--- src/sv/adctt_pkg.sv ---
package adctt_pkg;

    // warm-up length and the widths that follow from the field ranges
    localparam int unsigned WARMUP_SAMPLES = 4;
    localparam int unsigned WARMUP_SHIFT   = $clog2(WARMUP_SAMPLES);
    localparam int unsigned CNT_W          = 3;
    localparam int unsigned ADC_W          = 10;
    localparam int unsigned AVG_W          = 12;
    localparam int unsigned OFS_W          = 16;
    localparam int unsigned HALF_W         = OFS_W - 1;
    localparam int unsigned D_W            = 17;
    localparam int unsigned G_W            = 14;
    localparam int unsigned P_W            = D_W + G_W;
    localparam int unsigned MAG_W          = 27;
    localparam int unsigned X_W            = MAG_W - 2;
    localparam int unsigned RECIP_W        = 26;
    localparam int unsigned RECIP_SH       = 30;
    localparam int unsigned QP_W           = X_W + RECIP_W;
    localparam int unsigned Q_W            = QP_W - RECIP_SH;
    localparam int unsigned TEMP_W         = 16;
    localparam int unsigned BYTE_W         = 8;

    // divide by 25 after a shift by two: x / 100 == ((x >> 2) * RECIP) >> shift
    localparam logic [RECIP_W-1:0] RECIP_25   = 26'd42949673;
    localparam logic [14:0]        G_RECIP_25 = 15'd20972;
    localparam int unsigned        G_RECIP_SH = 19;

    // register map, index = paddr[4:2]
    localparam int unsigned APB_AW = 5;
    localparam logic [2:0] REG_CAL_OFFSET    = 3'd0;
    localparam logic [2:0] REG_CAL_GAIN      = 3'd1;
    localparam logic [2:0] REG_CHANGE_ALARM  = 3'd2;
    localparam logic [2:0] REG_PIN_SELECT    = 3'd3;
    localparam logic [2:0] REG_SWITCH_LOW    = 3'd4;
    localparam logic [2:0] REG_SWITCH_HIGH   = 3'd5;
    localparam logic [2:0] REG_ALARM_LOW     = 3'd6;
    localparam logic [2:0] REG_ALARM_HIGH    = 3'd7;

    localparam logic [BYTE_W-1:0] THRESH_OFF     = 8'hFF;
    localparam logic [BYTE_W-1:0] PIN_SEL_LIMIT  = 8'd9;
    localparam logic [BYTE_W-1:0] PIN_DIRECT_MAX = 8'd2;

    typedef struct packed {
        logic signed [OFS_W-1:0] cal_offset;
        logic signed [G_W-1:0]   gain_scale;
        logic                    change_alarm_enable;
        logic [BYTE_W-1:0]       pin_select;
        logic [BYTE_W-1:0]       switch_low;
        logic [BYTE_W-1:0]       switch_high;
        logic [BYTE_W-1:0]       alarm_low;
        logic [BYTE_W-1:0]       alarm_high;
    } t_cfg;

    typedef struct packed {
        logic                  tvalid;
        logic [ADC_W-1:0]      filt;
        logic signed [D_W-1:0] diff;
    } t_filt_beat;

    typedef struct packed {
        logic                  tvalid;
        logic [ADC_W-1:0]      filt;
        logic signed [P_W-1:0] prod;
    } t_prod_beat;

    typedef struct packed {
        logic             tvalid;
        logic [ADC_W-1:0] filt;
        logic             neg;
        logic [Q_W-1:0]   quot;
    } t_quot_beat;

    // trunc(gain / 100) * 16, truncation toward zero
    function automatic logic signed [G_W-1:0] gain_scale(input logic signed [OFS_W-1:0] gain);
        logic [OFS_W-1:0]  mag;
        logic [13:0]       x;
        logic [28:0]       prod;
        logic [8:0]        q;
        logic [G_W-1:0]    g;
        mag  = gain[OFS_W-1] ? OFS_W'(-gain) : OFS_W'(gain);
        x    = mag[OFS_W-1:2];
        prod = x * G_RECIP_25;
        q    = prod[G_RECIP_SH+8:G_RECIP_SH];
        g    = {1'b0, q, 4'b0000};
        return gain[OFS_W-1] ? G_W'(-g) : g;
    endfunction

endpackage

--- src/sv/adctt_filter.sv ---
module adctt_filter (
    input  logic                              i_clk,
    input  logic                              i_rst_n,
    input  logic                              i_en,
    input  logic                              i_valid,
    input  logic [adctt_pkg::ADC_W-1:0]       i_sample,
    input  logic signed [adctt_pkg::OFS_W-1:0] i_cal_offset,
    output logic                              o_valid,
    output adctt_pkg::t_filt_beat             o_beat
);

    logic [adctt_pkg::CNT_W-1:0]          r_count;
    logic [adctt_pkg::AVG_W-1:0]          r_avg;
    logic                                 r_valid;
    adctt_pkg::t_filt_beat                r_beat;

    logic [adctt_pkg::CNT_W-1:0]          n_count;
    logic [adctt_pkg::AVG_W-1:0]          n_avg;
    logic [adctt_pkg::AVG_W-1:0]          sum;
    logic [adctt_pkg::AVG_W:0]            blend;
    logic signed [adctt_pkg::HALF_W-1:0]  half;
    adctt_pkg::t_filt_beat                n_beat;
    logic                                 accept;

    assign accept = i_en & i_valid;
    // floor(offset / 2)
    assign half   = i_cal_offset[adctt_pkg::OFS_W-1:1];

    always_comb begin
        sum         = r_avg + adctt_pkg::AVG_W'(i_sample);
        blend       = (adctt_pkg::AVG_W+1)'(r_avg) * (adctt_pkg::AVG_W+1)'(3)
                    + (adctt_pkg::AVG_W+1)'(i_sample);
        n_count     = r_count;
        n_avg       = r_avg;
        n_beat.tvalid = 1'b0;
        n_beat.filt = '0;
        if (r_count < adctt_pkg::CNT_W'(adctt_pkg::WARMUP_SAMPLES)) begin
            n_count = r_count + 1'b1;
            n_avg   = sum;
            if (n_count == adctt_pkg::CNT_W'(adctt_pkg::WARMUP_SAMPLES)) begin
                n_avg       = sum >> adctt_pkg::WARMUP_SHIFT;
                n_beat.filt = n_avg[adctt_pkg::ADC_W-1:0];
            end
        end else begin
            n_avg         = {1'b0, blend[adctt_pkg::AVG_W:2]};
            n_beat.filt   = n_avg[adctt_pkg::ADC_W-1:0];
            n_beat.tvalid = 1'b1;
        end
        // average is within ten bits whenever a temperature is formed
        n_beat.diff = $signed({7'b0, n_avg[adctt_pkg::ADC_W-1:0]})
                    - $signed({{2{half[adctt_pkg::HALF_W-1]}}, half});
    end

    always_ff @(posedge i_clk) begin
        if (!i_rst_n) begin
            r_count <= '0;
            r_avg   <= '0;
            r_valid <= 1'b0;
        end else begin
            if (i_en) begin
                r_valid <= i_valid;
            end
            if (accept) begin
                r_count <= n_count;
                r_avg   <= n_avg;
            end
        end
    end

    always_ff @(posedge i_clk) begin
        if (accept) begin
            r_beat <= n_beat;
        end
    end

    assign o_valid = r_valid;
    assign o_beat  = r_beat;

endmodule

--- config.mk ---
export PLATFORM = sky130hd
export DESIGN_NAME = adctt_filter
export DESIGN_NICKNAME = d
export VERILOG_FILES = /design/src/sv/adctt_pkg.sv /design/src/sv/adctt_filter.sv
export SDC_FILE = /design/constraint.sdc
export NUM_CORES = 1
export LEC_CHECK = 0
export ABC_CLOCK_PERIOD_IN_PS = 5600
export BUFFER_PORTS_ARGS = -buffer_cell sky130_fd_sc_hd__buf_2
export CAP_MARGIN = 5
export CORE_MARGIN = 1
export CORE_UTILIZATION = 30
export DETAILED_ROUTE_END_ITERATION = 10
export PLACE_DENSITY_LB_ADDON = 0.15
export SLEW_MARGIN = 20
export SYNTH_ARGS = -nofsm -noshare
export SYNTH_HDL_FRONTEND = slang
export SYNTH_SLANG_ARGS = --single-unit
--- constraint.sdc ---
create_clock -name i_clk -period 5.6 [get_ports i_clk]
set_input_delay 1.12 -clock i_clk [delete_from_list [all_inputs] [get_ports i_clk]]
set_output_delay 1.12 -clock i_clk [all_outputs]
set_load 0.05 [all_outputs]
==> impl_results.md <==
* Status: completed
* Layout cells sized above 1 at approximately a fifth
* Count of pins over their slew limit at 0
* CP arrival at 5.02 ns
* Ranking of synthesized cells by area: edfxtp_1 (22%), ha_1 (12%), dfxtp_1 (8.8%), fa_1 (6.6%), xor2_1 (3.6%)
* GPL Wtd Cong at roughly 0.79
* Initial antenna violation count at 0
* Clk root buf: clkbuf_16
* IO Count at 59
* PD cells at 283.9 nW/um^2
* Post-route cell area at 4249 um^2
* CP startpoint kind: input port
* Reg area at 1131 um^2
* Seq pwr share at between 30 and 40%
* Grt total ovfl at 0
* Setup TNS at 0 ns
* Final setup fails at 0
* Fin. Hold Viols at 0
* H-tree Lvls at 2
* First-pass GRT wire length at 14210 um
* ANT nets after route at 0
* Average cell area after synthesis at 9.296 um^2
* Vias in the first global route at 2762
* Footprint of the multi-input gates at around 2400 um^2
* Num CTS Buffers at 5
* Ys flop type: edfxtp_1
* Combinational power share at 42.3%
* Placed Area at 4093 um^2
* Synth Warn # at 0
* Max Clk Rate at 200.5 MHz
* CTS Buffer Depth at 2
* HP Class: register to register
* Period utilization at 89.07%
* Post-CTS setup buffers at 0
* CTS clk-pin slew, worst paths at around 0.06 ns
* Worst Path Class, Setup: input port to register
* Die ar. at between 10000 and 15000 um^2
* Worst-margin pin slew at between 0.9 and 1 ns
* Synthesized netlist net count at 469
* Clock Latency Late Sink at 0.28 ns
* WL/cell at ~15 um
* Synth top area share at between 20 and 25%
* Synth unique cells at 70
* Nets at 524
* All-layer global routing usage at 14.37%
* Via count at 3013
* R2R setup slack at 1.19 ns
* Clock power frac at between 20% and 30%
* Chip Width at 112.4 um
* Worst setup EP type: register
* EDFF count, synth at 27
* Syn-to-layout area delta at 16.30%
* Filler Cell Count at 1223
* DRT Pass-1 Iters at 4
* Leakage at 1.880 nW
* Flops & latches, synth at 43
* Height of the die at 112.4 um
* Tmin final at 4.988 ns
* Clk sinks at 43
* FP Rows at 39
* Drt via density at 5.090
* NetSw at between 0.0004 and 0.0005 W
* Max FO, Critical Path at 5
* Starting density of the core at 31.33%
* Design internal power at 0.0007583 W
* Core area at approximately 12000 um^2
* Final HPWL DP at ~7300 um
* Largest net degree at the start of global routing at 29
* Max-cap violations at 0
* WL final at 8947 um
* Sequential element share of the synthesized area at 30.96%
* # hold bufs at CTS at 0
* Cells after Synth at 393
* Slew HR at 35.01%
* Remaining DRCs at 0
* Switching Share at 37.15%
* Hold slack at 0.4826 ns
* RSZ-0062 raised after global routing: false
* FFs w/ async S/R, synth at 0%
* TritonCTS clock tree: yes
* Critical Path RT at 5.63 ns
* Ant diodes at 0
* Area leader, netlist: edfxtp_1
* Maximum vdd drop at 0.0001137 V
* Initial drt markers at 147
* Clock skew at 0.006173 ns
* Number of port buffers at between 50 and 60
* Area of the mapped netlist at 3654 um^2
* Post-CTS Resized at 0
-- sequential cells by signal, summed over array words and instances (netlist names) --
| signal | flops |
|---|---|
| o_beat | 27 |
| o_valid | 1 |
| r_avg | 12 |
| r_count | 3 |
-- area by class of cell --
class	instances	share of cell area, %
clock buffer	8	3.681
inverter	22	1.943
multi-input combinational	314	55.95
sequential	43	26.62
tap	143	4.211
timing repair buffer	62	7.597
-- stage by stage --
| step | utilization [%] | worst slack (ns) | total power, W | instances |
|---|---|---|---|---|
| detailed placement | 35.09 | 0.3202 | 0.0009114 | 584 |
| finish | 36.43 | 0.6119 | 0.001206 | 592 |
| CTS | 36.43 | 0.6109 | 0.001221 | 592 |
| global route | 36.43 | 0.2436 | 0.001288 | 592 |
| global placement | 35.09 | 0.3708 | 0.0009056 | 584 |
| floorplan | - | 0.9366 | 0.0007910 | 393 |
-- cells in the final DEF, fill, tap and decap left out, drive strengths merged, types with 13 or more instances in the layout --
master | synthesis | final
a21o | 14 | 14
a21oi | 25 | 25
buf | 3 | 62
dfxtp | 16 | 16
edfxtp | 27 | 27
ha | 34 | 34
inv | 22 | 22
nand2 | 28 | 28
nand3 | 13 | 13
nor2 | 31 | 31
o21ai | 25 | 25
xor2 | 15 | 15
-- cell families (layout without fill, tap and decap cells) --
kind of cell	after synthesis	count (layout)	share of synthesized area, %
adders and majority gates	46	46	18.22
DFF	43	43	30.96
xor gates and xnor gates	26	26	6.233
buffers and inverters	36	92	3.972
and+or+nand+nor	119	119	16.27
AOI/OAI and AO/OA	116	116	22.33
muxes	7	7	2.021
-- final timing paths --
path | start | endpoint | depth (start not counted)
worst max-delay path | i_sample[2] | o_beat[14] | 16
worst min-delay path | o_valid | o_valid | 2
worst max register to register | r_avg[1] | o_beat[14] | 15
worst min register to register | o_valid | o_valid | 2
-- worst max-delay path, cell delays in order --
cell       delay, ns
buf_2           0.12
fa_1            0.56
inv_1           0.06
fa_1            0.45
nand2b_1        0.18
a21oi_1         0.22
a211oi_1        0.10
o311ai_0        0.30
nand3_1         0.21
a21o_1          0.22
ha_1            0.37
o2111ai_1       0.18
o211a_1         0.25
nor3_1          0.37
nand3b_1        0.14
xor2_1          0.16
-- Yosys cell counts (3+ instances only) --
| cell | n |
|---|---|
| ha_1 | 34 |
| nor2_1 | 30 |
| nand2_1 | 28 |
| edfxtp_1 | 27 |
| a21oi_1 | 25 |
| inv_1 | 22 |
| o21ai_0 | 22 |
| dfxtp_1 | 16 |
| xor2_1 | 15 |
| a21o_1 | 12 |
| fa_1 | 12 |
| nand3_1 | 12 |
| nor3_1 | 12 |
| xnor2_1 | 11 |
| clkbuf_1 | 10 |
| nand2b_1 | 8 |
| a31oi_1 | 7 |
| a211oi_1 | 6 |
| nor2b_1 | 5 |
| mux2i_1 | 4 |
| nor3b_1 | 4 |
| a211o_1 | 3 |
| a21boi_0 | 3 |
| o211ai_1 | 3 |
| o21a_1 | 3 |
| or2_2 | 3 |
-- metal layers --
layer / GRT usage, % / wire [um]
met5: 0 / 0
met4: 4.267 / 89
met3: 1.134 / 205
met2: 22.98 / 4016
met1: 20.69 / 4636
-- power groups by stage --
stage	combinational [W]	sequential [W]	clock [W]
final	0.000510	0.000392	0.000304
after global routing	0.000566	0.000396	0.000326
after CTS	0.000514	0.000393	0.000314
after detailed placement	0.000512	0.000399	0
after global placement	0.000506	0.000399	0
after floorplan	0.000330	0.000461	0
(Power assumes the default switching activity.)
