**src/sv/adctt_pkg.sv**
```systemverilog
package adctt_pkg;

    // warm-up length and the widths that follow from the field ranges
    localparam int unsigned WARMUP_SAMPLES = 4;
    localparam int unsigned WARMUP_SHIFT   = $clog2(WARMUP_SAMPLES);
    localparam int unsigned CNT_W          = 3;
    localparam int unsigned ADC_W          = 10;
    localparam int unsigned AVG_W          = 12;
    localparam int unsigned OFS_W          = 16;
    localparam int unsigned HALF_W         = OFS_W - 1;
    localparam int unsigned D_W            = 17;
    localparam int unsigned G_W            = 14;
    localparam int unsigned P_W            = D_W + G_W;
    localparam int unsigned MAG_W          = 27;
    localparam int unsigned X_W            = MAG_W - 2;
    localparam int unsigned RECIP_W        = 26;
    localparam int unsigned RECIP_SH       = 30;
    localparam int unsigned QP_W           = X_W + RECIP_W;
    localparam int unsigned Q_W            = QP_W - RECIP_SH;
    localparam int unsigned TEMP_W         = 16;
    localparam int unsigned BYTE_W         = 8;

    // divide by 25 after a shift by two: x / 100 == ((x >> 2) * RECIP) >> shift
    localparam logic [RECIP_W-1:0] RECIP_25   = 26'd42949673;
    localparam logic [14:0]        G_RECIP_25 = 15'd20972;
    localparam int unsigned        G_RECIP_SH = 19;

    // register map, index = paddr[4:2]
    localparam int unsigned APB_AW = 5;
    localparam logic [2:0] REG_CAL_OFFSET    = 3'd0;
    localparam logic [2:0] REG_CAL_GAIN      = 3'd1;
    localparam logic [2:0] REG_CHANGE_ALARM  = 3'd2;
    localparam logic [2:0] REG_PIN_SELECT    = 3'd3;
    localparam logic [2:0] REG_SWITCH_LOW    = 3'd4;
    localparam logic [2:0] REG_SWITCH_HIGH   = 3'd5;
    localparam logic [2:0] REG_ALARM_LOW     = 3'd6;
    localparam logic [2:0] REG_ALARM_HIGH    = 3'd7;

    localparam logic [BYTE_W-1:0] THRESH_OFF     = 8'hFF;
    localparam logic [BYTE_W-1:0] PIN_SEL_LIMIT  = 8'd9;
    localparam logic [BYTE_W-1:0] PIN_DIRECT_MAX = 8'd2;

    typedef struct packed {
        logic signed [OFS_W-1:0] cal_offset;
        logic signed [G_W-1:0]   gain_scale;
        logic                    change_alarm_enable;
        logic [BYTE_W-1:0]       pin_select;
        logic [BYTE_W-1:0]       switch_low;
        logic [BYTE_W-1:0]       switch_high;
        logic [BYTE_W-1:0]       alarm_low;
        logic [BYTE_W-1:0]       alarm_high;
    } t_cfg;

    typedef struct packed {
        logic                  tvalid;
        logic [ADC_W-1:0]      filt;
        logic signed [D_W-1:0] diff;
    } t_filt_beat;

    typedef struct packed {
        logic                  tvalid;
        logic [ADC_W-1:0]      filt;
        logic signed [P_W-1:0] prod;
    } t_prod_beat;

    typedef struct packed {
        logic             tvalid;
        logic [ADC_W-1:0] filt;
        logic             neg;
        logic [Q_W-1:0]   quot;
    } t_quot_beat;

    // trunc(gain / 100) * 16, truncation toward zero
    function automatic logic signed [G_W-1:0] gain_scale(input logic signed [OFS_W-1:0] gain);
        logic [OFS_W-1:0]  mag;
        logic [13:0]       x;
        logic [28:0]       prod;
        logic [8:0]        q;
        logic [G_W-1:0]    g;
        mag  = gain[OFS_W-1] ? OFS_W'(-gain) : OFS_W'(gain);
        x    = mag[OFS_W-1:2];
        prod = x * G_RECIP_25;
        q    = prod[G_RECIP_SH+8:G_RECIP_SH];
        g    = {1'b0, q, 4'b0000};
        return gain[OFS_W-1] ? G_W'(-g) : g;
    endfunction

endpackage

```
**src/sv/adctt_switch.sv**
```systemverilog
module adctt_switch (
    input  logic                                 i_clk,
    input  logic                                 i_rst_n,
    input  logic                                 i_en,
    input  logic                                 i_valid,
    input  adctt_pkg::t_quot_beat                i_beat,
    input  adctt_pkg::t_cfg                      i_cfg,
    output logic                                 o_valid,
    output logic signed [adctt_pkg::TEMP_W-1:0]  o_temperature,
    output logic                                 o_temp_valid,
    output logic [adctt_pkg::ADC_W-1:0]          o_filtered_adc,
    output logic                                 o_changed,
    output logic                                 o_alarm,
    output logic [adctt_pkg::BYTE_W-1:0]         o_pin_latch,
    output logic                                 o_pin_written
);

    localparam int unsigned Q_SW = adctt_pkg::Q_W + 1;

    logic signed [adctt_pkg::TEMP_W-1:0]  r_cur_temp;
    logic signed [adctt_pkg::TEMP_W-1:0]  r_last_temp;
    logic [adctt_pkg::BYTE_W-1:0]         r_latch;
    logic                                 r_valid;
    logic                                 r_temp_valid;
    logic [adctt_pkg::ADC_W-1:0]          r_filt;
    logic                                 r_changed;
    logic                                 r_alarm;
    logic                                 r_written;

    logic signed [Q_SW-1:0]               qs;
    logic signed [adctt_pkg::TEMP_W-1:0]  sat1;
    logic signed [adctt_pkg::TEMP_W:0]    minus8;
    logic signed [adctt_pkg::TEMP_W-1:0]  temp_new;
    logic signed [adctt_pkg::TEMP_W-1:0]  cur;
    logic signed [adctt_pkg::TEMP_W-1:0]  last_seed;
    logic [adctt_pkg::BYTE_W-1:0]         deg;
    logic [adctt_pkg::BYTE_W-1:0]         ps_dec;
    logic [adctt_pkg::BYTE_W-1:0]         mask;
    logic [adctt_pkg::BYTE_W-1:0]         n_latch;
    logic                                 chg;
    logic                                 alarm;
    logic                                 written;
    logic                                 accept;

    assign accept = i_en & i_valid;

    always_comb begin
        // sign, saturate, then the optional minus eight
        qs = i_beat.neg ? -$signed({1'b0, i_beat.quot}) : $signed({1'b0, i_beat.quot});
        if (qs > Q_SW'(32767)) begin
            sat1 = 16'sh7FFF;
        end else if (qs < -Q_SW'(32768)) begin
            sat1 = 16'sh8000;
        end else begin
            sat1 = qs[adctt_pkg::TEMP_W-1:0];
        end
        minus8 = $signed({sat1[adctt_pkg::TEMP_W-1], sat1}) - 17'sd8;
        if (!i_cfg.cal_offset[0]) begin
            temp_new = sat1;
        end else if (minus8 < -17'sd32768) begin
            temp_new = 16'sh8000;
        end else begin
            temp_new = minus8[adctt_pkg::TEMP_W-1:0];
        end

        cur       = i_beat.tvalid ? temp_new : r_cur_temp;
        // first nonzero reading only seeds the recorded value
        last_seed = (r_last_temp == '0 && cur != '0) ? cur : r_last_temp;
        chg       = (last_seed != cur);
        deg       = cur[11:4];

        ps_dec = i_cfg.pin_select - 8'd1;
        mask   = (i_cfg.pin_select > adctt_pkg::PIN_DIRECT_MAX)
               ? (8'd1 << ps_dec[2:0]) : i_cfg.pin_select;

        n_latch = r_latch;
        written = 1'b0;
        alarm   = 1'b0;
        if (chg) begin
            alarm = i_cfg.change_alarm_enable;
            if (i_cfg.pin_select < adctt_pkg::PIN_SEL_LIMIT) begin
                if (i_cfg.switch_low != adctt_pkg::THRESH_OFF && deg < i_cfg.switch_low) begin
                    n_latch = n_latch & ~mask;
                    written = 1'b1;
                end
                if (i_cfg.switch_high != adctt_pkg::THRESH_OFF && deg > i_cfg.switch_high) begin
                    n_latch = n_latch | mask;
                    written = 1'b1;
                end
            end
            if (deg < i_cfg.alarm_low || deg > i_cfg.alarm_high) begin
                alarm = 1'b1;
            end
        end
    end

    always_ff @(posedge i_clk) begin
        if (!i_rst_n) begin
            r_valid     <= 1'b0;
            r_cur_temp  <= '0;
            r_last_temp <= '0;
            r_latch     <= '0;
        end else begin
            if (i_en) begin
                r_valid <= i_valid;
            end
            if (accept) begin
                r_cur_temp  <= cur;
                r_last_temp <= cur;
                r_latch     <= n_latch;
            end
        end
    end

    always_ff @(posedge i_clk) begin
        if (accept) begin
            r_temp_valid <= i_beat.tvalid;
            r_filt       <= i_beat.filt;
            r_changed    <= chg;
            r_alarm      <= alarm;
            r_written    <= written;
        end
    end

    assign o_valid        = r_valid;
    assign o_temperature  = r_cur_temp;
    assign o_temp_valid   = r_temp_valid;
    assign o_filtered_adc = r_filt;
    assign o_changed      = r_changed;
    assign o_alarm        = r_alarm;
    assign o_pin_latch    = r_latch;
    assign o_pin_written  = r_written;

endmodule

```
**config.mk**
```make
export PLATFORM = sky130hd
export DESIGN_NAME = adctt_switch
export DESIGN_NICKNAME = d
export VERILOG_FILES = /design/src/sv/adctt_pkg.sv /design/src/sv/adctt_switch.sv
export SDC_FILE = /design/constraint.sdc
export NUM_CORES = 1
export LEC_CHECK = 0
export BUFFER_PORTS_ARGS = -buffer_cell sky130_fd_sc_hd__buf_2
export CORE_MARGIN = 3
export CORE_UTILIZATION = 53
export CTS_CLUSTER_DIAMETER = 30
export DETAILED_ROUTE_END_ITERATION = 6
export PLACE_DENSITY = 0.83
export SYNTH_ARGS = -nofsm -noshare
export SYNTH_HDL_FRONTEND = slang
export SYNTH_SLANG_ARGS = --single-unit
```
**constraint.sdc**
```tcl
create_clock -name i_clk -period 9.9 [get_ports i_clk]
set_input_delay 1.485 -clock i_clk [delete_from_list [all_inputs] [get_ports i_clk]]
set_output_delay 1.485 -clock i_clk [all_outputs]
set_load 0.01 [all_outputs]
```
==> metrics <==
Tcrit/Tclk final=84.1%; post-synth top area share=between 10% and 20%; Initial Utilization=55.2%; RSZ-0062 raised after global routing=no; die extent in y=98.9 microns; sequential power share=35.4%; total chip power=508 uW; met1 usage=40.0%; r2r endpoint=o_pin_latch[1]; FP Rows=33; status=finished, final reports clean; CP Class=input port to flop; yosys warns=0; M2 GR Usage=46.3%; clock root cell=clkbuf_8; Post-CTS Hold Fix Bufs=0; CP max stage delay=0.72 ns; hpwl dp=11.4 mm; cts repair resizes=0; Setup-failing EPs final=0; Crit. End Element=flop; vias in the first global route=4,998; post-synth top area cell=dfxtp_1; CTS max path bufs=2; drt wl/cell=17.6 microns; total global routing overflow=0; CTS Sinks=39; post-synthesis sequential element count=39; Fmax=approximately 0.12 GHz; Cell Area, Synth=4580 sq um; pin count of the biggest net entering global routing=35; global route hottest layer=met2; diodes inserted=0; P_leak=2.30 nW; I/O pin cnt=~150; Pint=325 uW; Slew HR=25.8%; global-route wire length before repair=about 23 mm; Die X=roughly 99 microns; latest clock arrival within the worst-skew pair=around 0.29 ns; routed vias/inst=roughly 6.5; post-route cell area=about 5300 sq um; fill count=750; nets=roughly 850; Power Density=95.5 nW/um^2; DR vias=5,309; IR drop worst, VDD=0.0766 mV; Psw=183 uW; Max Cap Viol=0; setup TNS=0 ns; M3 GR Usage=roughly 4.2%; worst r2r src=r_last_temp[5]; CP Launch Type=input port; most frequent cell after synthesis=nand2_1; crit path DAT=8.53 ns; clock power share=26.2%; Critical Path Start=i_beat[0]; fin. max-slew vios=0; worst-margin pin slew=1.10 ns; drt pass-1 iters=5; core area=approximately 8300 sq um; hold path depth=2; number of synthesized flops with an enable pin=14; Critical Path End=o_pin_latch[1]; ANT nets after route=0; Req. time, crit path=slightly above 10 ns; Port Buf Inserts=around 120; DP Area=5210 sq um; part of the power in combinational logic=38.3%; DRC errors left=0; r2r setup slk=6.91 ns; worst reg2reg path depth=15; Starting DRT DRC Count=528; crit-path most repeated cell=ha_1; die footprint=between 9000 and 10,000 sq um; register area share after synthesis=20.1%; synth top area cells=dfxtp_1, edfxtp_1, ha_1, a21oi_1, nand2_1; endpoints failing hold=0; Yosys cell types=86; share of layout cells above drive strength 1=21.9%; antenna violations before repair=0; H-tree levels=2; Post-Route WL=14.4 mm; switching part of the total=36.1%; syn avg cell area=7.49 sq um; slowest CP cell=o32ai_1; Total GRT Usage=28.4%; Final min period=8.32 ns; Async SR Flop Fraction=0%; Synth Flop Type=dfxtp_1; CP Max Fanout=21; Worst Skew=about 0.015 ns; CTS Buf Count=5; routability cong.=around 0.97; hold crit path type=flop to flop; most frequent cells after synthesis=nand2_1, nor2_1, inv_1; CTS tree=done; Mapped Cells=611; syn nets=751; postcts setup bufs=0; clock-pin slew on the worst setup and hold paths=0.09 ns; Area Growth Syn to Fin=16.2%
==> through the flow <==
stage          setup WS, ns  hold WS (ns)  cells  utilization [%]
2_1_floorplan          2.53         0.480    611                -
3_5_place_dp           1.57         0.456    809             62.7
3_3_place_gp           1.66         0.444    809             62.7
6_report               1.58         0.470    817             64.1
5_1_grt                1.16         0.483    817             64.1
4_1_cts                1.85         0.470    817             64.1
==> registers in the layout, summed over array words and instances, names as in the netlist <==
register        cells
o_valid             1
o_changed           1
o_pin_latch         8
o_alarm             1
r_last_temp        16
o_pin_written       1
o_filtered_adc     10
o_temp_valid        1
==> layout make-up <==
type	count	area [sq um]	area share [%]
Multi-Input combinational cell	497	3360	63.1
Clock inverter	3	43.8	0.823
Timing Repair Buffer	122	623	11.7
Inverter	46	173	3.25
Tap cell	105	131	2.47
Clock buffer	5	68.8	1.29
Sequential cell	39	921	17.3
==> kinds of logic after synthesis <==
| group | count (synthesis) | synth area share, % |
|---|---|---|
| simple gates | 242 | 28.3 |
| compound gates | 186 | 28.6 |
| buf+inv | 75 | 6.50 |
| flops | 39 | 20.1 |
| fa+ha+maj | 32 | 8.75 |
| xor+xnor | 27 | 5.49 |
| mux | 10 | 2.24 |
==> power by group through the flow <==
stage / logic (mW) / registers [mW] / clock network (mW)
6_report: 0.195 / 0.180 / 0.133
5_1_grt: 0.216 / 0.181 / 0.142
4_1_cts: 0.191 / 0.180 / 0.133
3_5_place_dp: 0.190 / 0.184 / 0
3_3_place_gp: 0.182 / 0.183 / 0
2_1_floorplan: 0.123 / 0.185 / 0
==> layout by cell type (no fill, tap or decap), types with 11 or more instances in the layout <==
master / instances
nor4_1: 13
a211oi_1: 14
dfxtp_1: 25
edfxtp_1: 14
nand4_1: 15
o21ai_0: 29
ha_1: 32
nor3_1: 14
xor2_1: 11
nand3_1: 21
buf_2: 117
nand2_1: 52
inv_1: 43
xnor2_1: 15
or4_1: 11
nor2_1: 49
a21oi_1: 40
==> metal layers <==
metal  part of all wire [%]  vias to the layer above
met2                     47                      262
met4                    1.3                        0
met5                      0                        -
met1                     44                     2500
li1                       -                     2521
met3                    8.3                       26
==> worst max-delay path, delay by kind of cell <==
family / cells / cell delay, ns
simple gates: 9 / 1.88
xor+xnor: 1 / 0.22
fa+ha+maj: 3 / 0.74
buf+inv: 4 / 0.71
compound gates: 12 / 3.48
==> how the worst min path moves through the flow <==
stage	start	endpoint
final	o_pin_latch[0]	o_pin_latch[0]
after global routing	o_pin_latch[0]	o_pin_latch[0]
after CTS	o_pin_latch[0]	o_pin_latch[0]
after detailed placement	o_pin_latch[0]	o_pin_latch[0]
after global placement	o_pin_latch[0]	o_pin_latch[0]
after floorplan	o_pin_latch[0]	o_pin_latch[0]
No activity file was read; power rests on OpenSTA's default activity.
