<file path="config.mk">
export PLATFORM = sky130hd
export DESIGN_NAME = adctt_scale
export DESIGN_NICKNAME = d
export VERILOG_FILES = /design/src/sv/adctt_pkg.sv /design/src/sv/adctt_scale.sv
export SDC_FILE = /design/constraint.sdc
export NUM_CORES = 1
export LEC_CHECK = 0
export BUFFER_PORTS_ARGS = -buffer_cell sky130_fd_sc_hd__buf_4
export CORE_UTILIZATION = 50
export DETAILED_ROUTE_END_ITERATION = 10
export PLACE_DENSITY = 0.78
export SETUP_SLACK_MARGIN = 0.3
export SLEW_MARGIN = 20
export SYNTH_ARGS = -nofsm -noshare
export SYNTH_HDL_FRONTEND = slang
export SYNTH_SLANG_ARGS = --single-unit
</file>
<file path="constraint.sdc">
create_clock -name i_clk -period 8.5 [get_ports i_clk]
set_input_delay 2.125 -clock i_clk [delete_from_list [all_inputs] [get_ports i_clk]]
set_output_delay 2.125 -clock i_clk [all_outputs]
set_load 0.02 [all_outputs]
</file>
<file path="src/sv/adctt_pkg.sv">
package adctt_pkg;

    // warm-up length and the widths that follow from the field ranges
    localparam int unsigned WARMUP_SAMPLES = 4;
    localparam int unsigned WARMUP_SHIFT   = $clog2(WARMUP_SAMPLES);
    localparam int unsigned CNT_W          = 3;
    localparam int unsigned ADC_W          = 10;
    localparam int unsigned AVG_W          = 12;
    localparam int unsigned OFS_W          = 16;
    localparam int unsigned HALF_W         = OFS_W - 1;
    localparam int unsigned D_W            = 17;
    localparam int unsigned G_W            = 14;
    localparam int unsigned P_W            = D_W + G_W;
    localparam int unsigned MAG_W          = 27;
    localparam int unsigned X_W            = MAG_W - 2;
    localparam int unsigned RECIP_W        = 26;
    localparam int unsigned RECIP_SH       = 30;
    localparam int unsigned QP_W           = X_W + RECIP_W;
    localparam int unsigned Q_W            = QP_W - RECIP_SH;
    localparam int unsigned TEMP_W         = 16;
    localparam int unsigned BYTE_W         = 8;

    // divide by 25 after a shift by two: x / 100 == ((x >> 2) * RECIP) >> shift
    localparam logic [RECIP_W-1:0] RECIP_25   = 26'd42949673;
    localparam logic [14:0]        G_RECIP_25 = 15'd20972;
    localparam int unsigned        G_RECIP_SH = 19;

    // register map, index = paddr[4:2]
    localparam int unsigned APB_AW = 5;
    localparam logic [2:0] REG_CAL_OFFSET    = 3'd0;
    localparam logic [2:0] REG_CAL_GAIN      = 3'd1;
    localparam logic [2:0] REG_CHANGE_ALARM  = 3'd2;
    localparam logic [2:0] REG_PIN_SELECT    = 3'd3;
    localparam logic [2:0] REG_SWITCH_LOW    = 3'd4;
    localparam logic [2:0] REG_SWITCH_HIGH   = 3'd5;
    localparam logic [2:0] REG_ALARM_LOW     = 3'd6;
    localparam logic [2:0] REG_ALARM_HIGH    = 3'd7;

    localparam logic [BYTE_W-1:0] THRESH_OFF     = 8'hFF;
    localparam logic [BYTE_W-1:0] PIN_SEL_LIMIT  = 8'd9;
    localparam logic [BYTE_W-1:0] PIN_DIRECT_MAX = 8'd2;

    typedef struct packed {
        logic signed [OFS_W-1:0] cal_offset;
        logic signed [G_W-1:0]   gain_scale;
        logic                    change_alarm_enable;
        logic [BYTE_W-1:0]       pin_select;
        logic [BYTE_W-1:0]       switch_low;
        logic [BYTE_W-1:0]       switch_high;
        logic [BYTE_W-1:0]       alarm_low;
        logic [BYTE_W-1:0]       alarm_high;
    } t_cfg;

    typedef struct packed {
        logic                  tvalid;
        logic [ADC_W-1:0]      filt;
        logic signed [D_W-1:0] diff;
    } t_filt_beat;

    typedef struct packed {
        logic                  tvalid;
        logic [ADC_W-1:0]      filt;
        logic signed [P_W-1:0] prod;
    } t_prod_beat;

    typedef struct packed {
        logic             tvalid;
        logic [ADC_W-1:0] filt;
        logic             neg;
        logic [Q_W-1:0]   quot;
    } t_quot_beat;

    // trunc(gain / 100) * 16, truncation toward zero
    function automatic logic signed [G_W-1:0] gain_scale(input logic signed [OFS_W-1:0] gain);
        logic [OFS_W-1:0]  mag;
        logic [13:0]       x;
        logic [28:0]       prod;
        logic [8:0]        q;
        logic [G_W-1:0]    g;
        mag  = gain[OFS_W-1] ? OFS_W'(-gain) : OFS_W'(gain);
        x    = mag[OFS_W-1:2];
        prod = x * G_RECIP_25;
        q    = prod[G_RECIP_SH+8:G_RECIP_SH];
        g    = {1'b0, q, 4'b0000};
        return gain[OFS_W-1] ? G_W'(-g) : g;
    endfunction

endpackage

</file>
<file path="src/sv/adctt_scale.sv">
module adctt_scale (
    input  logic                              i_clk,
    input  logic                              i_rst_n,
    input  logic                              i_en,
    input  logic                              i_valid,
    input  adctt_pkg::t_filt_beat             i_beat,
    input  logic signed [adctt_pkg::G_W-1:0]  i_gain_scale,
    output logic                              o_valid,
    output adctt_pkg::t_quot_beat             o_beat
);

    logic                                r_prod_valid;
    adctt_pkg::t_prod_beat               r_prod;
    logic                                r_quot_valid;
    adctt_pkg::t_quot_beat               r_quot;

    logic signed [adctt_pkg::P_W-1:0]    prod;
    logic [adctt_pkg::P_W-1:0]           mag;
    logic [adctt_pkg::X_W-1:0]           x;
    logic [adctt_pkg::QP_W-1:0]          qprod;
    adctt_pkg::t_quot_beat               n_quot;

    // stage one: offset-corrected average times gain scale
    assign prod = i_beat.diff * i_gain_scale;

    // stage two: |prod| / 100 through a reciprocal multiply
    always_comb begin
        mag           = r_prod.prod[adctt_pkg::P_W-1] ? adctt_pkg::P_W'(-r_prod.prod)
                                                      : adctt_pkg::P_W'(r_prod.prod);
        x             = mag[adctt_pkg::MAG_W-1:2];
        qprod         = x * adctt_pkg::RECIP_25;
        n_quot.tvalid = r_prod.tvalid;
        n_quot.filt   = r_prod.filt;
        n_quot.neg    = r_prod.prod[adctt_pkg::P_W-1];
        n_quot.quot   = qprod[adctt_pkg::QP_W-1:adctt_pkg::RECIP_SH];
    end

    always_ff @(posedge i_clk) begin
        if (!i_rst_n) begin
            r_prod_valid <= 1'b0;
            r_quot_valid <= 1'b0;
        end else if (i_en) begin
            r_prod_valid <= i_valid;
            r_quot_valid <= r_prod_valid;
        end
    end

    always_ff @(posedge i_clk) begin
        if (i_en) begin
            r_prod.tvalid <= i_beat.tvalid;
            r_prod.filt   <= i_beat.filt;
            r_prod.prod   <= prod;
            r_quot        <= n_quot;
        end
    end

    assign o_valid = r_quot_valid;
    assign o_beat  = r_quot;

endmodule

</file>
==> results of run 1 <==
## repair_timing
action                                  CTS  global route
hold endpoints to repair                  0             0
pin swaps                                45            26
gates resized for setup                  47            24
endpoints found under the setup margin   22            22
buffers inserted                         13            13
## flip-flops by register name, summed over array words and instances (netlist names)
register	flops
o_beat	33
r_prod	27
n_quot	12
o_valid	1
r_prod_valid	1
## kinds of logic after synthesis
group | Yosys count | synth area share
adders and majority gates | 784 | 0.6225
muxes | 2 | 0.0009461
xor gates and xnor gates | 75 | 0.03104
and+or+nand+nor | 381 | 0.09200
AOI/OAI and AO/OA | 149 | 0.04813
buffers and inverters | 571 | 0.1013
DFF | 74 | 0.1041
## routing by layer
| metal | vias up | share of wire | track usage | wire length (microns) |
|---|---|---|---|---|
| met2 | 393 | 0.51 | 0.4300 | 24940 |
| li1 | 6695 | - | - | - |
| met4 | 0 | 0.025 | 0.07024 | 1234 |
| met5 | - | 0 | 0 | 0 |
| met3 | 94 | 0.049 | 0.03192 | 2381 |
| met1 | 7469 | 0.42 | 0.3057 | 20370 |
## metrics by stage
step | instance area [sq um] | util | worst slack [ns] | hold WS (ns) | setup TNS [ns]
2_1_floorplan | 21250 | - | -0.1128 | 0.4003 | -0.6101
3_3_place_gp | 23410 | 0.5593 | -0.3593 | 0.4006 | -3.301
3_5_place_dp | 23410 | 0.5593 | -0.5844 | 0.4045 | -6.162
4_1_cts | 24090 | 0.5756 | -0.3913 | 0.4204 | -4.062
5_1_grt | 24320 | 0.5810 | -0.6965 | 0.4263 | -10.50
6_report | 24320 | 0.5810 | -0.4851 | 0.4200 | -5.760
## final timing paths
check,from,end,slack [ns],cells past startpoint
worst max register to register,r_prod[1]$_DFFE_PP_,o_beat[14]$_DFFE_PP_,-0.49,28
worst max-delay path,r_prod[1]$_DFFE_PP_,o_beat[14]$_DFFE_PP_,-0.49,28
worst min-delay path,n_quot[22]$_DFFE_PP_,o_beat[22]$_DFFE_PP_,0.42,0
worst min register to register,n_quot[22]$_DFFE_PP_,o_beat[22]$_DFFE_PP_,0.42,0
## final cells by class
class                   instances  area, sq um
clock inverters                 7        82.58
repair buffers                241         1844
well taps                     539        674.4
multi-input cells            1391        17280
flip-flops and latches         74         2202
clock buffers                   9        225.2
fillers                      3453        17540
inverters                     536         2012
## placed cells by master, fill, tap and decap left out, drive strengths merged, types with 4 or more instances in the layout
cell type and n:
a211oi 9, a21o 23, a21oi 37, a31oi 4, and2 103, and3 10, buf 241, clkbuf 9
edfxtp 72, fa 448, ha 336, inv 540, nand2 148, nand2b 21, nand3 8, nand4 6
nor2 40, nor2b 10, nor3 9, o211ai 5, o21ai 26, o21bai 6, o31ai 9, o41ai 4
or2 5, or3 6, or4 5, xnor2 55, xor2 20
## worst register-to-register path: cells and delay by family, from the launching register on
| family | cells | cell delay [ns] |
|---|---|---|
| AND/OR/NAND/NOR | 10 | 3.51 |
| adder cells (fa/ha/maj) | 8 | 3.31 |
| AO/OA/AOI/OAI | 5 | 1.03 |
| buffers and inverters | 4 | 0.42 |
| flip-flops | 1 | 0.39 |
| XOR/XNOR | 1 | 0.16 |
==> results.py, run 1 <==
metrics = {
    "outcome": {
        "result_of_the_run": "finished, violations left",
        "violations_in_the_final_reports": "negative setup slack",
    },
    "synth": {
        "synthMostInstantiatedCell": "sky130_fd_sc_hd__inv_1",
        "synth_async_sr_flop_share": 0,
        "post_synthesis_instance_area_sq_um": 21160,
        "synth.yosys.seq_area_share": 0.1041,
        "yosys-top-cells-area": "sky130_fd_sc_hd__fa_1 (42%), sky130_fd_sc_hd__ha_1 (20%), sky130_fd_sc_hd__edfxtp_1 (10%)",
        "postSynthRegisterBits": 74,
        "synth_top_cells_by_count": "sky130_fd_sc_hd__inv_1 (536), sky130_fd_sc_hd__fa_1 (448), sky130_fd_sc_hd__ha_1 (336)",
        "avgSynthCellArea_sq_um": 10.39,
        "yosys.area.top_type": "sky130_fd_sc_hd__fa_1",
        "count_of_yosys_warnings_during_synthesis": 0,
        "synthDistinctLibCells": 60,
        "ys_dominant_reg_cell": "sky130_fd_sc_hd__edfxtp_1",
        "syn_inst": 2036,
        "synth_largest_type_area_fraction": 0.4238,
        "synth_edf_count": 72,
        "synth.net_count": 2866,
    },
    "placement": {
        "placed_cells": 2755,
        "place.detailed.hpwl_microns": 42570,
        "place_congestion": 0.9410,
        "port_buffers": 79,
    },
    "grt": {
        "via_count_of_the_first_global_routing_pass": 16630,
        "total_global_route_track_usage": 0.2411,
        "grt_overflow_total": 0,
        "grt_first_pass_wirelength_microns": 81800,
        "grt_max_degree": 75,
        "number_of_antenna_violations_at_the_first_check_in_global_routing": 0,
    },
    "cts": {
        "insertion_delay_ns": 0.37,
        "clock_tree.buffer_depth": 2,
        "cts_made_buffers": 9,
        "cts.clk_slew.worst_paths_ns": 0.06,
        "tritoncts": "yes",
        "cts.htree.levels": 3,
        "cts_hold_buf": 0,
        "cts.sinks": 74,
        "clock-root-buffer": "sky130_fd_sc_hd__clkbuf_16",
    },
    "critical_path": {
        "timing.critical_path.slowest_cell_delay_ns": 0.54,
        "timing.critical_path.slowest_stage_cell": "sky130_fd_sc_hd__or4_4",
        "critPathArrivalTime_ns": 9.18,
        "startpoint_type": "register",
        "crit_family": "simple AND/OR/NAND/NOR gates",
        "critPathMaxFanout": 5,
        "cp.required_ns": 8.69,
        "critical_path_most_common_cell": "sky130_fd_sc_hd__fa_1",
        "cp_num_buf_inv": 4,
        "critical_path.endpoint_type": "register",
        "critical_path_class": "reg -> reg",
    },
    "detailed_routing": {
        "1st_iter_drt_viols": 772,
        "drt-total-wl_microns": 48930,
        "via_per_inst": 5.238,
        "wl_per_cell_microns": 17.49,
        "dr_pass1_iterations": 5,
        "vias": 14650,
        "drcViolationCount": 0,
        "antenna_left": 0,
    },
    "sta": {
        "setup_repair_after_global_routing_missed_its_margin": "true",
        "setup_violations": 18,
        "slew_viols_final": 0,
        "layout_setup_ws_ns": -0.4851,
        "max_slew.worst_pin.slew_ns": 0.9926,
        "maxSlewHeadroom": 0.3383,
        "fin_crit_ns": 8.985,
        "finalCritPeriodShare": 1.057,
        "finalHoldViolCount": 0,
        "fmax_ghz": 0.1113,
        "skew_ns": 0.01413,
    },
    "floorplan": {
        "core.rowCount": 75,
        "floorplan.initialDensity": 0.5056,
        "num_io_pins": 80,
        "die_w_microns": 207.7,
        "dieArea_sq_um": 43150,
        "fp.coreArea_sq_um": 41850,
        "fp.dieH_microns": 207.7,
    },
    "layout": {
        "area_growth_syn_to_layout_pct": 14.92,
        "layout.nets": 3083,
        "final_layout_size_suffix_gt1_frac": 0.1506,
        "finish.cell_count_without_fillers": 2797,
        "antennaDiodeCount": 0,
    },
    "flow_run": {
        "max_cap_violations": 0,
    },
    "worst_hold_path": {
        "holdCritPathClass": "reg -> reg",
    },
}
Power of run 1 is not shown: default switching activity piles up to over one toggle a cycle in this logic, so the estimate is an artifact.
==> run 2: changes to the inputs <==
- CTS_BUF_LIST: default -> sky130_fd_sc_hd__clkbuf_4
==> results.py, run 2 (synthesis results as in run 1) <==
metrics = {
    "layout": {
        "filler_cell_count": 3461,
        "final_cell_mix": "sky130_fd_sc_hd__inv_1 (528), sky130_fd_sc_hd__fa_1 (445), sky130_fd_sc_hd__ha_1 (315), sky130_fd_sc_hd__buf_4 (231), sky130_fd_sc_hd__nand2_1 (146)",
        "area_growth_syn_to_layout_pct": 14.63,
        "layout_commonest_cell": "sky130_fd_sc_hd__inv_1",
        "layout.nets": 3082,
        "final_layout_size_suffix_gt1_frac": 0.1564,
        "flip_flop_count_of_the_largest_register_all_copies_and_words_added": 33,
    },
    "critical_path": {
        "critPathArrivalTime_ns": 9.30,
        "critical_path_class": "reg -> reg",
        "critical_path.endpoint_type": "register",
        "timing.critical_path.slowest_cell_delay_ns": 0.55,
        "startpoint_type": "register",
        "cp.required_ns": 8.84,
        "critPathMaxFanout": 4,
        "timing.critical_path.slowest_stage_cell": "sky130_fd_sc_hd__or4_4",
        "critical_path_most_common_cell": "sky130_fd_sc_hd__fa_1",
    },
    "floorplan": {
        "core.rowCount": 75,
        "fp.coreArea_sq_um": 41850,
        "floorplan.initialDensity": 0.5056,
        "die_w_microns": 207.7,
        "dieArea_sq_um": 43150,
        "fp.dieH_microns": 207.7,
        "num_io_pins": 80,
    },
    "outcome": {
        "violations_in_the_final_reports": "negative setup slack",
        "result_of_the_run": "finished, violations left",
    },
    "sta": {
        "slew_viols_final": 0,
        "skew_ns": 0.03701,
        "fin_tns_setup_ns": -5.276,
        "fin_crit_ns": 8.955,
        "max_slew.worst_pin.slew_ns": 1.003,
        "setup_violations": 16,
        "setup_repair_after_global_routing_missed_its_margin": "true",
        "finalHoldViolCount": 0,
        "layout_setup_ws_ns": -0.4555,
        "hold_ws_ns": 0.4347,
        "finalCritPeriodShare": 1.054,
        "maxSlewHeadroom": 0.3316,
        "fmax_ghz": 0.1117,
    },
    "cts": {
        "cts.clk_slew.worst_paths_ns": 0.15,
        "cts.htree.levels": 3,
        "tritoncts": "yes",
        "clock-root-buffer": "sky130_fd_sc_hd__clkbuf_4",
        "cts_made_buffers": 9,
        "cts.sinks": 74,
        "insertion_delay_ns": 0.52,
        "clock_tree.buffer_depth": 2,
    },
    "detailed_routing": {
        "dr_pass1_iterations": 7,
        "vias": 14680,
        "antenna_left": 0,
        "via_per_inst": 5.247,
        "drt-total-wl_microns": 49150,
        "drcViolationCount": 0,
        "wl_per_cell_microns": 17.57,
        "1st_iter_drt_viols": 774,
    },
    "grt": {
        "via_count_of_the_first_global_routing_pass": 16590,
        "grt_overflow_total": 0,
        "total_global_route_track_usage": 0.2400,
        "grt_max_degree": 75,
        "number_of_antenna_violations_at_the_first_check_in_global_routing": 1,
        "grt_first_pass_wirelength_microns": 81560,
    },
    "placement": {
        "port_buffers": 79,
        "dp_slack_ns": -0.5844,
        "place_congestion": 0.9410,
        "place.detailed.hpwl_microns": 42570,
    },
    "worst_hold_path": {
        "holdCritPathClass": "reg -> reg",
    },
    "flow_run": {
        "max_cap_violations": 0,
    },
}
run 2: final timing paths:
kind	startpoint	to	slack (ns)	cells past startpoint
worst max-delay path	r_prod[1]$_DFFE_PP_	o_beat[14]$_DFFE_PP_	-0.46	28
worst min-delay path	n_quot[28]$_DFFE_PP_	o_beat[28]$_DFFE_PP_	0.43	0
worst max register to register	r_prod[1]$_DFFE_PP_	o_beat[14]$_DFFE_PP_	-0.46	28
worst min register to register	n_quot[28]$_DFFE_PP_	o_beat[28]$_DFFE_PP_	0.43	0
run 2: through the flow:
stage                     instance area [sq um]  utilization  instances
after floorplan                           21250            -       2036
after global placement                    23410       0.5593       2755
after detailed placement                  23410       0.5593       2755
after CTS                                 23930       0.5717       2784
after global routing                      24260       0.5796       2797
final                                     24260       0.5796       2797
run 2: critical path, delay by kind of cell, from the launching register on:
family,cells,cell delay [ns]
XOR/XNOR,1,0.16
AO/OA/AOI/OAI,5,1.01
buffers and inverters,4,0.43
adder cells (fa/ha/maj),8,3.32
flip-flops,1,0.41
AND/OR/NAND/NOR,10,3.50
run 2: layout make-up:
class | count | area (sq um) | area share
Clock buffer | 9 | 67.56 | 0.002785
Clock inverter | 7 | 82.58 | 0.003404
Inverter | 536 | 2012 | 0.08294
Tap cell | 539 | 674.4 | 0.02780
Multi-Input combinational cell | 1391 | 17380 | 0.7165
Sequential cell | 74 | 2202 | 0.09078
Timing Repair Buffer | 240 | 1836 | 0.07567
Antenna cell | 1 | 2.502 | 0.0001032
run 2: routing by layer:
layer,track usage,vias up,share of wire
met1,0.3054,7535,0.42
met3,0.02799,87,0.046
li1,-,6694,-
met2,0.4310,361,0.51
met4,0.06743,0,0.023
met5,0,-,0
run 2: timing repair:
item	in CTS	in global routing
resized for setup	46	47
pin swaps	43	49
setup buffers	13	12
endpoints found under the setup margin	21	22
hold buffers	0	0
Power of run 2 is left out for the same reason.
